===== config.mk =====
export PLATFORM = sky130hd
export DESIGN_NAME = periodic_task_timer_table_core
export DESIGN_NICKNAME = d
export VERILOG_FILES = /design/src/rtl/core/ptt_pkg.sv /design/src/rtl/core/ptt_ram.sv /design/src/rtl/core/periodic_task_timer_table_core.sv
export SDC_FILE = /design/constraint.sdc
export NUM_CORES = 2
export LEC_CHECK = 0
export BUFFER_PORTS_ARGS = -buffer_cell sky130_fd_sc_hd__buf_2
export CORE_MARGIN = 2
export CORE_UTILIZATION = 40
export CTS_CLUSTER_DIAMETER = 40
export CTS_CLUSTER_SIZE = 8
export DETAILED_ROUTE_END_ITERATION = 8
export SETUP_SLACK_MARGIN = 0.15
export SYNTH_ARGS = -nofsm -noshare
export SYNTH_HDL_FRONTEND = slang
export SYNTH_SLANG_ARGS = --single-unit

===== constraint.sdc =====
create_clock -name clock -period 19.2 [get_ports clock]
set_input_delay 3.84 -clock clock [delete_from_list [all_inputs] [get_ports clock]]
set_output_delay 3.84 -clock clock [all_outputs]
set_load 0.005 [all_outputs]

===== src/rtl/core/ptt_pkg.sv =====
// ----------------------------------------------------------------------------
// ptt_pkg
// Shared types, codes and sizes of the periodic task timer table.
// ----------------------------------------------------------------------------
package ptt_pkg;

   localparam int TASK_SLOTS  = 32;
   localparam int MAX_RESULTS = 32;

   localparam int IDX_W   = (TASK_SLOTS > 1) ? $clog2(TASK_SLOTS) : 1;
   localparam int TOTAL_W = $clog2(TASK_SLOTS + 1);
   localparam int CNT_W   = $clog2(MAX_RESULTS + 1);
   localparam int ID_W    = 7;

   // request codes
   localparam logic [2:0] REQ_TICK   = 3'd0;
   localparam logic [2:0] REQ_ADD    = 3'd1;
   localparam logic [2:0] REQ_REMOVE = 3'd2;
   localparam logic [2:0] REQ_ENABLE = 3'd3;
   localparam logic [2:0] REQ_RUN    = 3'd4;

   // result kinds
   localparam logic [2:0] KIND_FIRED     = 3'd0;
   localparam logic [2:0] KIND_ADDED     = 3'd1;
   localparam logic [2:0] KIND_DONE      = 3'd2;
   localparam logic [2:0] KIND_NOT_FOUND = 3'd3;
   localparam logic [2:0] KIND_FULL      = 3'd4;
   localparam logic [2:0] KIND_IDLE      = 3'd5;

   typedef struct packed {
      logic [2:0]      req_type;
      logic [31:0]     current_time;
      logic [ID_W-1:0] task_ident;
      logic [15:0]     period_seconds;
      logic            enable_value;
   } ptt_req_type;

   typedef struct packed {
      logic [2:0]      result_kind;
      logic [ID_W-1:0] result_task;
      logic [31:0]     fire_count;
      logic            last_of_run;
   } ptt_rsp_type;

   // one table entry, one RAM word
   typedef struct packed {
      logic [15:0] period;
      logic [31:0] due_time;
      logic        enabled;
      logic [31:0] runs;
   } ptt_entry_type;

   localparam int ENTRY_W = $bits(ptt_entry_type);

endpackage


===== src/rtl/core/ptt_ram.sv =====
// ----------------------------------------------------------------------------
// ptt_ram
// Generic simple dual-port RAM: one write port, one read port, registered read.
// ----------------------------------------------------------------------------
module ptt_ram #(
   parameter int WIDTH = 8,
   parameter int DEPTH = 16
) (
   input  logic                             clock,
   input  logic                             wr_en,
   input  logic [$clog2(DEPTH > 1 ? DEPTH : 2)-1:0] wr_addr,
   input  logic [WIDTH-1:0]                 wr_data,
   input  logic                             rd_en,
   input  logic [$clog2(DEPTH > 1 ? DEPTH : 2)-1:0] rd_addr,
   output logic [WIDTH-1:0]                 rd_data
);

   logic [WIDTH-1:0] mem_ff [DEPTH];
   logic [WIDTH-1:0] rd_data_ff;

   always_ff @(posedge clock) begin
      if (wr_en) begin
         mem_ff[wr_addr] <= wr_data;
      end
      if (rd_en) begin
         rd_data_ff <= mem_ff[rd_addr];
      end
   end

   assign rd_data = rd_data_ff;

endmodule


===== src/rtl/core/periodic_task_timer_table_core.sv =====
// ----------------------------------------------------------------------------
// periodic_task_timer_table_core
// Table of periodic tasks kept in one RAM, driven by tick and admin requests.
// ----------------------------------------------------------------------------
// Usage:
//   req_* is a valid/ready channel carrying one request beat (tick, add,
//   remove, set enable, run now) with the current time. rsp_* returns one or
//   more result beats per request; last_of_run marks the final beat.
//   One request is worked at a time; req_ready is high only while idle.
//   Add, bad id and unused codes go from idle straight to the flush state;
//   remove, set enable and run now first do one RAM read and one write back.
//   A tick walks the occupied slots one per cycle through the table RAM
//   (read of slot i+1 overlaps the write back of slot i) while no output
//   stall holds the walk.
//   Fired results are held one beat back so the last one can be flagged.
//   Reset clears the task count and the control state; RAM contents are
//   never read before written, so no clearing pass is done.
//   When rsp_ready is low the result register holds its beat and the walk
//   stalls only when it has a second beat to hand over.
// ----------------------------------------------------------------------------
module periodic_task_timer_table_core (
   input  logic                clock,
   input  logic                reset,
   input  logic                req_valid,
   output logic                req_ready,
   input  ptt_pkg::ptt_req_type req_data,
   output logic                rsp_valid,
   input  logic                rsp_ready,
   output ptt_pkg::ptt_rsp_type rsp_data
);

   typedef enum logic [3:0] {
      ST_IDLE  = 4'b0001,
      ST_RMW   = 4'b0010,
      ST_WALK  = 4'b0100,
      ST_FLUSH = 4'b1000
   } state_type;

   state_type             state_ff, state_in;
   ptt_pkg::ptt_req_type  req_ff, req_in;
   logic [ptt_pkg::IDX_W-1:0]   idx_ff, idx_in;
   logic [ptt_pkg::CNT_W-1:0]   count_ff, count_in;
   logic [ptt_pkg::TOTAL_W-1:0] total_ff, total_in;
   ptt_pkg::ptt_rsp_type  hold_ff, hold_in;
   logic                  hold_valid_ff, hold_valid_in;
   logic                  rsp_valid_ff, rsp_valid_in;
   ptt_pkg::ptt_rsp_type  rsp_data_ff, rsp_data_in;

   // table RAM ports
   logic                        ram_we, ram_re;
   logic [ptt_pkg::IDX_W-1:0]   ram_waddr, ram_raddr;
   ptt_pkg::ptt_entry_type      ram_wdata, ram_rdata;
   logic [ptt_pkg::ENTRY_W-1:0] ram_rdata_raw;

   logic                   out_free;
   logic                   found;
   logic [ptt_pkg::ID_W-1:0] ident_m1;
   logic                   fire, report, stall, last_slot;

   ptt_ram #(
      .WIDTH (ptt_pkg::ENTRY_W),
      .DEPTH (ptt_pkg::TASK_SLOTS)
   ) u_table (
      .clock   (clock),
      .wr_en   (ram_we),
      .wr_addr (ram_waddr),
      .wr_data (ram_wdata),
      .rd_en   (ram_re),
      .rd_addr (ram_raddr),
      .rd_data (ram_rdata_raw)
   );

   assign ram_rdata = ptt_pkg::ptt_entry_type'(ram_rdata_raw);

   assign out_free = !rsp_valid_ff || rsp_ready;

   // id lookup on the incoming beat: ids run 1..task_total
   assign ident_m1 = req_data.task_ident - 1'b1;
   assign found    = (req_data.task_ident != '0) &&
                     (req_data.task_ident <= ptt_pkg::ID_W'(total_ff));

   // walk decisions on the entry just read
   assign fire      = ram_rdata.enabled && (req_ff.current_time >= ram_rdata.due_time);
   assign report    = fire && (count_ff < ptt_pkg::CNT_W'(ptt_pkg::MAX_RESULTS));
   assign stall     = report && hold_valid_ff && !out_free;
   assign last_slot = (ptt_pkg::TOTAL_W'(idx_ff) + 1'b1) == total_ff;

   always_comb begin
      state_in      = state_ff;
      req_in        = req_ff;
      idx_in        = idx_ff;
      count_in      = count_ff;
      total_in      = total_ff;
      hold_in       = hold_ff;
      hold_valid_in = hold_valid_ff;
      rsp_valid_in  = rsp_valid_ff && !rsp_ready;
      rsp_data_in   = rsp_data_ff;
      ram_we        = 1'b0;
      ram_waddr     = idx_ff;
      ram_wdata     = ram_rdata;
      ram_re        = 1'b0;
      ram_raddr     = idx_ff;
      req_ready     = 1'b0;

      unique case (state_ff)
         ST_IDLE: begin
            req_ready = 1'b1;
            if (req_valid) begin
               req_in        = req_data;
               count_in      = '0;
               hold_valid_in = 1'b1;
               hold_in       = '{result_kind: ptt_pkg::KIND_NOT_FOUND,
                                 result_task: '0, fire_count: '0, last_of_run: 1'b1};
               idx_in        = ident_m1[ptt_pkg::IDX_W-1:0];
               state_in      = ST_FLUSH;
               unique case (req_data.req_type) inside
                  ptt_pkg::REQ_TICK: begin
                     hold_valid_in = 1'b0;
                     if (total_ff != '0) begin
                        idx_in    = '0;
                        ram_re    = 1'b1;
                        ram_raddr = '0;
                        state_in  = ST_WALK;
                     end
                  end
                  ptt_pkg::REQ_ADD: begin
                     if (total_ff >= ptt_pkg::TOTAL_W'(ptt_pkg::TASK_SLOTS)) begin
                        hold_in.result_kind = ptt_pkg::KIND_FULL;
                     end else begin
                        ram_we    = 1'b1;
                        ram_waddr = total_ff[ptt_pkg::IDX_W-1:0];
                        ram_wdata = '{period: req_data.period_seconds,
                                      due_time: req_data.current_time +
                                                32'(req_data.period_seconds),
                                      enabled: 1'b1, runs: '0};
                        total_in  = total_ff + 1'b1;
                        hold_in.result_kind = ptt_pkg::KIND_ADDED;
                        hold_in.result_task = ptt_pkg::ID_W'(total_ff) + 1'b1;
                     end
                  end
                  ptt_pkg::REQ_REMOVE, ptt_pkg::REQ_ENABLE, ptt_pkg::REQ_RUN: begin
                     if (found) begin
                        ram_re    = 1'b1;
                        ram_raddr = ident_m1[ptt_pkg::IDX_W-1:0];
                        state_in  = ST_RMW;
                     end
                  end
                  default: begin
                     // unused codes report not found
                  end
               endcase
            end
         end

         ST_RMW: begin
            ram_we   = 1'b1;
            state_in = ST_FLUSH;
            if (req_ff.req_type == ptt_pkg::REQ_RUN) begin
               ram_wdata.runs      = ram_rdata.runs + 1'b1;
               hold_in.result_kind = ptt_pkg::KIND_FIRED;
               hold_in.result_task = req_ff.task_ident;
               hold_in.fire_count  = ram_rdata.runs + 1'b1;
            end else begin
               ram_wdata.enabled   = (req_ff.req_type == ptt_pkg::REQ_ENABLE) &&
                                     req_ff.enable_value;
               hold_in.result_kind = ptt_pkg::KIND_DONE;
            end
         end

         ST_WALK: begin
            if (!stall) begin
               if (fire) begin
                  ram_we             = 1'b1;
                  ram_wdata.due_time = req_ff.current_time + 32'(ram_rdata.period);
                  ram_wdata.runs     = ram_rdata.runs + 1'b1;
               end
               if (report) begin
                  // previous firing leaves now, known not to be the last
                  if (hold_valid_ff) begin
                     rsp_valid_in = 1'b1;
                     rsp_data_in  = hold_ff;
                     rsp_data_in.last_of_run = 1'b0;
                  end
                  hold_valid_in = 1'b1;
                  hold_in = '{result_kind: ptt_pkg::KIND_FIRED,
                              result_task: ptt_pkg::ID_W'(idx_ff) + 1'b1,
                              fire_count: ram_rdata.runs + 1'b1, last_of_run: 1'b1};
                  count_in = count_ff + 1'b1;
               end
               if (last_slot) begin
                  state_in = ST_FLUSH;
               end else begin
                  ram_re    = 1'b1;
                  ram_raddr = idx_ff + 1'b1;
                  idx_in    = idx_ff + 1'b1;
               end
            end
         end

         ST_FLUSH: begin
            if (out_free) begin
               rsp_valid_in = 1'b1;
               if (hold_valid_ff) begin
                  rsp_data_in = hold_ff;
               end else begin
                  rsp_data_in = '{result_kind: ptt_pkg::KIND_IDLE, result_task: '0,
                                  fire_count: '0, last_of_run: 1'b1};
               end
               rsp_data_in.last_of_run = 1'b1;
               hold_valid_in = 1'b0;
               state_in      = ST_IDLE;
            end
         end

         default: begin
            state_in = ST_IDLE;
         end
      endcase
   end

   always_ff @(posedge clock) begin
      if (reset) begin
         state_ff      <= ST_IDLE;
         total_ff      <= '0;
         count_ff      <= '0;
         hold_valid_ff <= 1'b0;
         rsp_valid_ff  <= 1'b0;
      end else begin
         state_ff      <= state_in;
         total_ff      <= total_in;
         count_ff      <= count_in;
         hold_valid_ff <= hold_valid_in;
         rsp_valid_ff  <= rsp_valid_in;
      end
      req_ff      <= req_in;
      idx_ff      <= idx_in;
      hold_ff     <= hold_in;
      rsp_data_ff <= rsp_data_in;
   end

   assign rsp_valid = rsp_valid_ff;
   assign rsp_data  = rsp_data_ff;

endmodule


## Yosys cells after proc, flatten, opt, wreduce, memory -nomap -nowiden

Memory sizes are Yosys's and may differ from the RTL's. A register that Yosys moved wholly into a read port is not among the register bits.
Cells that the tools add are included.

- Output and inout bits: 45
- Memories kept: 1
- Latch bits: 0
- Memory bits (read-only): 0
- Input port bits: 63
- Register bits after elaboration: 152
- Bits in writable memories: 2592
- Logic and storage cells: 163

- Divide/modulo/power cells: 0
- Muxes and demuxes: 83
- Reductions and logical operators: 28
- $add $sub $neg: 10
- Equality and inequality tests: 18
- Shift operators: 0
- Bitwise logic cells: 1
- Multiply operators: 0
- Magnitude comparators: 4

Memories:

| name | depth | width | rd ports | clocked after memory_dff | wr ports | RTL line | RTL |
|---|---|---|---|---|---|---|---|
| u_table.mem_ff | 32 | 81 | 1 | 1 | 1 | ptt_ram.sv:18 | `logic [WIDTH-1:0] mem_ff [DEPTH];` |

Operator list:

| cell | count |
|---|---|
| two-way mux 43 bit | 8 |
| two-way mux 81 bit | 3 |
| two-way mux 32 bit | 5 |
| case mux 42 bit (3 select lines) | 1 |
| case mux 32 bit (3 select lines) | 1 |
| case mux 43 bit (2 select lines) | 1 |
| adder 32 x 16 -> 32 bit | 2 |
| case mux 32 bit (2 select lines) | 1 |
| two-way mux 5 bit | 12 |
| two-way mux 39 bit | 1 |
| adder 32 x 1 -> 32 bit (second input constant) | 1 |
| >= comparator 32 bit | 1 |
| case mux 5 bit (2 select lines) | 3 |
| two-way mux 4 bit | 6 |
| two-way mux 1 bit | 23 |
| two-way mux 6 bit | 3 |
| two-way mux 16 bit | 1 |
| case mux 4 bit (4 select lines) | 1 |
| AND reduction 4 bit | 4 |
| AND reduction 5 bit | 3 |
| != test 2 bit (second input constant) | 7 |
| adder 5 x 1 -> 6 bit (second input constant) | 2 |
| adder 6 x 1 -> 6 bit (second input constant) | 2 |
| case mux 6 bit (2 select lines) | 1 |
| other kinds (32) | 51 |

## Longest topological paths before layout

- Depth in word-level cells: 9
- Depth in mapped cells: 18

## Cells and area by module

From an unflattened synthesis, not the netlist that was laid out.

- Cell total of the unflattened synthesis: 5964
- Area total of the unflattened synthesis: 111938.6 um^2

Modules (own cells, without submodules):

| module | sequential area each (um^2) | times used | cells an instance | area an instance (um^2) |
|---|---|---|---|---|
| ptt_ram | 80267.0 | 1 | 4755 | 100949.3 |
| periodic_task_timer_table_core | 4354.2 | 1 | 1209 | 10989.3 |

## Least setup slack after synthesis

No wires, ideal clock.

- Path type: input -> register
- Start point: in req_valid
- End point: mem u_table.mem_ff[1][0] (netlist bit), enable pin
- Setup slack: 9878 ps
- Required time: 18679 ps
- Buffers on the path: 1
- Data arrival time: 8801 ps
- Library setup time: 521 ps
- Cell stages on the path: 7
- Cell sequence: nand2_2 -> inv_2 -> nand2_1 -> clkbuf_1 -> o21ai_0 -> nand2_1 -> nor2_1

- Word-level cells in the longest chain between the ends: 4
- Elaborated cells between the ends (all ways): 6
- Classes of those cells: mux: 6

RTL lines:

| element | RTL line | RTL |
|---|---|---|
| from (decl) | periodic_task_timer_table_core.sv:24 | `input logic req_valid,` |
| two-way mux 1 bit | periodic_task_timer_table_core.sv:108 | `if (req_valid) begin` |
| case mux 1 bit (3 select lines) | periodic_task_timer_table_core.sv:105 | `unique case (state_ff)` |
| two-way mux 1 bit | ptt_ram.sv:22 | `if (wr_en) begin` |
| two-way mux 1 bit (not written as such) | ptt_ram.sv:23 | `mem_ff[wr_addr] <= wr_data;` |
| to (decl) | ptt_ram.sv:18 |  |

Parallel ways exist; a longest one is shown, timed or not.

## Worst setup path in the final report

- Start point: in req_data[21] (netlist bit)
- End point: reg u_table.rd_data_ff[40], in the netlist u_table.rd_data[40], read port of u_table.mem_ff (data pin)

- Word-level cells in the longest chain between the ends: 6
- Elaborated cells between the ends (all ways): 12
- Classes of those cells: add/sub: 1; order compare: 1; mux: 8; reduce/logical: 2

RTL lines:

| element | RTL line | RTL |
|---|---|---|
| from (decl) | periodic_task_timer_table_core.sv:26 | `input ptt_pkg::ptt_req_type req_data,` |
| less-or-equal comparator 7 x 6 -> 1 bit / nonzero test 7 bit (equally long branches) | periodic_task_timer_table_core.sv:80, periodic_task_timer_table_core.sv:79 |  |
| logical AND 1 bit | periodic_task_timer_table_core.sv:79 | `assign found = (req_data.task_ident != '0) &&` |
| two-way mux 5 bit / two-way mux 1 bit (equally long branches) | periodic_task_timer_table_core.sv:142 | `if (found) begin` |
| case mux 5 bit (2 select lines) / case mux 1 bit (2 select lines) (equally long branches) | periodic_task_timer_table_core.sv:116 | `unique case (req_data.req_type) inside` |
| two-way mux 5 bit / two-way mux 1 bit (equally long branches) | periodic_task_timer_table_core.sv:108 |  |
| case mux 5 bit (2 select lines) / case mux 1 bit (2 select lines) (equally long branches) | periodic_task_timer_table_core.sv:105 |  |
| to (decl) | ptt_ram.sv:19 | `logic [WIDTH-1:0] rd_data_ff;` |

Parallel ways exist; a longest one is shown, timed or not.
A chain may end at the register's enable or synchronous reset.

==> results.md <==
- Die area: 0.289 mm²
- Hold crit path type: reg2reg
- Tightest Pin Transition: 1440 ps
- TritonRoute pass-1 iters: 8
- Static Leak: 44.8 nW
- Leading cell type in the layout, fill and taps excluded: edfxtp_1
- Final setup margin: 10180 ps
- CP bufs+invs: 5
- Largest net degree at the start of global routing: 184
- Synthesized cell area: 0.114 mm²
- Clock buffer depth: 4
- Fin. max-slew vios: 0
- CP required: 19890 ps
- Worst-path fanout max: 165
- Vias in the first global route: 72236
- WL final: 366 mm
- Post-synth ARST share: 0%
- Top Family by Delay on Critical Path: buffers and inverters
- Share of post-route cells with drive strength above 1: 9.86%
- Footprint of the multi-input gates: 0.0276 mm²
- Post-CTS Hold Buffers: 0
- Clock slew at reported path FFs: 50 ps
- Minimum clock period: 9020 ps
- Critical path's slowest cell: buf_4
- Largest cells by area after synthesis: edfxtp_1 74%, nand2_1 7.0%, a21oi_1 3.1%
- DR vias/cell: 5.98
- Tcrit/Tclk final: 47.0%
- Register Area: 0.0846 mm²
- Vias: 75056
- Non-filler instance count after layout: 12553
- Area growth, synth to finish: 14.7%
- CTS Buf Count: 419
- Remaining DRCs: 0
- Total core area: 0.284 mm²
- Mean Syn Cell Area: 13.4 µm²
- Antenna Nets Post-Route: 0
- Fin Setup TNS: 0 ps
- DP Worst Slack: 9470 ps
- Area leader, netlist: edfxtp_1
- Worst-Skew Late Latency: 910 ps
- Maximum vdd drop: 0.0849 mV
- Max-cap viol count: 0
- Grt ovf: 0
- Detailed Route Iter0 Violations: 10602
- Die width: 538 µm
- Final nets: 8812
- Fillers: 24623
- Overall die height: 538 µm
- Critical Path Max Stage Delay: 860 ps
- Critical path, cell by cell: buf_2, ha_1, a211o_1, o21bai_1, a21o_1, a21boi_1, a2111oi_4, buf_4, buf_12, buf_12, buf_4, nand2_1, and3_1, o21ai_1, o221ai_1, nor4_1
- CP Class: in2reg
- Yosys reg bits: 2824
- Yosys cell types: 81
- Fmax: 0.111 GHz
- Placed instance count: 12008
- Most frequent cells in the layout: 2806 x edfxtp_1, 2113 x nand2_1, 709 x a21oi_1
- Clock sink total: 2824
- Wire per inst: 29.2 µm
- Power density cells: 124 mW/mm²
- Synth Net Count: 8643
- CTS H-tree depth: 5
- CTS tree: done
- DP HPWL: 170 mm
- Resize count post-CTS: 0
- Outcome: finished, final reports clean
- Row count: 196
- Initial antenna violation count: 12
- Gr usage total: 24.7%
- Final Hold Violating Endpoints: 0
- Setup bufs post-CTS: 0
- Initial Utilization: 40.1%
- I/O pin cnt: 108
- Final core occ: 46.0%
- Post-Synthesis Cells: 8501
- Post-synth top area share: 73.9%
- Global-route wire length before repair: 518 mm
- Post-synth EDFFs: 2806
- Top_reg_cell synth: edfxtp_1
- Number of warnings issued by yosys: 0
- Seq/Total Area, Yosys: 74.2%
- RSZ-0062 raised after global routing: no
- Final setup viols: 0
- Startpoint Class: input pin
- Critical path arrival: 9710 ps
- Worst setup EP type: flop
- Port Buffer Count: 107
- Clk Tree Root Cell: clkbuf_16
- Max-slew headroom: 3.84%
- Routability Congestion: 0.870
- Clock Skew: 44.7 ps
-- worst register-to-register path, stage by stage (launching register included) --
cell       delay (ps)
edfxtp_1          510
inv_1              80
ha_1              310
nand4_1           190
or2_1             290
o32ai_2           930
o211ai_2          250
and4_1            290
a2111oi_4         210
buf_4             640
buf_12            480
buf_12            910
buf_4            1020
nand2_1           170
and3_1            210
o21ai_1           120
o221ai_1          130
nor4_1            370
-- cells in the mapped netlist (4+ instances only) --
cell and instances:
nor4_1 83, o21bai_1 8, a21o_1 95, and4_1 4, inv_1 60, nor2b_1 46
nand3b_1 5, o21a_1 9, ha_1 77, nor2_1 141, or3_1 12, nand4_1 17
buf_2 123, xor2_1 41, a21oi_1 709, dfxtp_1 18, buf_1 45, clkbuf_1 329
a211oi_1 8, xnor2_1 64, o211ai_1 12, nor3_1 37, buf_6 23, and2_1 11
o221ai_1 91, o31ai_1 13, or2_2 11, o22ai_1 87, a31oi_1 9, edfxtp_1 2806
nand2b_1 10, nand2_1 2120, mux2i_1 176, a22oi_1 173, o21ai_0 96, and3_1 191
nand3_1 516, o21ai_1 83, o41ai_1 79
-- kinds of logic after synthesis --
logic type	after synthesis	synth area share [%]
simple gates	3223	12.2
flops	2824	74.2
compound gates	1508	8.16
buf+inv	585	2.22
mux	177	1.55
xor+xnor	105	0.806
fa+ha+maj	79	0.880
-- layer usage --
layer	wire length (µm)	vias up	part of all wire, %	GRT usage, %
li1	-	31847	-	-
met1	143000	38045	39	33.4
met2	173000	4438	47	40.2
met3	37700	724	10	4.40
met4	12500	2	3.4	8.56
met5	12	-	0.0033	0
-- layout make-up --
cell class,count,area share [%]
sequential,2824,64.7
multi-input combinational,5092,21.1
clock buffer,470,8.30
tap,3762,3.60
timing repair buffer,271,1.62
clock inverter,64,0.517
inverter,62,0.178
antenna,8,0.0153
-- path summary, 6_finish.rpt --
kind,from,end,slack [ps],depth (start not counted)
setup / recovery,req_data[21],u_table.rd_data[40]$_DFFE_PP_,10180,16
hold / removal,hold_ff[42]$_DFFE_PP_,rsp_data[42]$_DFFE_PP_,500,1
setup reg to reg,u_table.rd_data[43]$_DFFE_PP_,u_table.rd_data[40]$_DFFE_PP_,11890,17
hold reg to reg,hold_ff[42]$_DFFE_PP_,rsp_data[42]$_DFFE_PP_,500,1
-- sequential cells by signal, summed over array words and instances (netlist names) --
register / count
u_table.mem_ff: 2592
rsp_data: 43
hold_ff: 42
hold_valid_ff: 1
state_ff: 4
total_ff: 6
count_ff: 6
u_table.rd_data: 81
req_ff: 43
idx_ff: 5
rsp_valid: 1
-- power breakdown --
part | internal [mW] | leakage [nW] | total (mW) | switching [mW]
logic | 0.743 | 13.7 | 2.63 | 1.89
clock network | 4.03 | 5.63 | 6.57 | 2.54
registers | 6.99 | 25.4 | 7.04 | 0.0478
total | 11.8 | 44.8 | 16.2 | 4.47
-- through the flow --
stage               hold slack (ps)  instance area (µm²)  power (mW)
global route                    512               131000        16.7
global placement                488               119000        9.70
finish                          502               131000        16.2
floorplan                       482               114000        8.82
CTS                             505               131000        16.2
detailed placement              493               119000        9.73
Power figures use the tool's default switching activity.
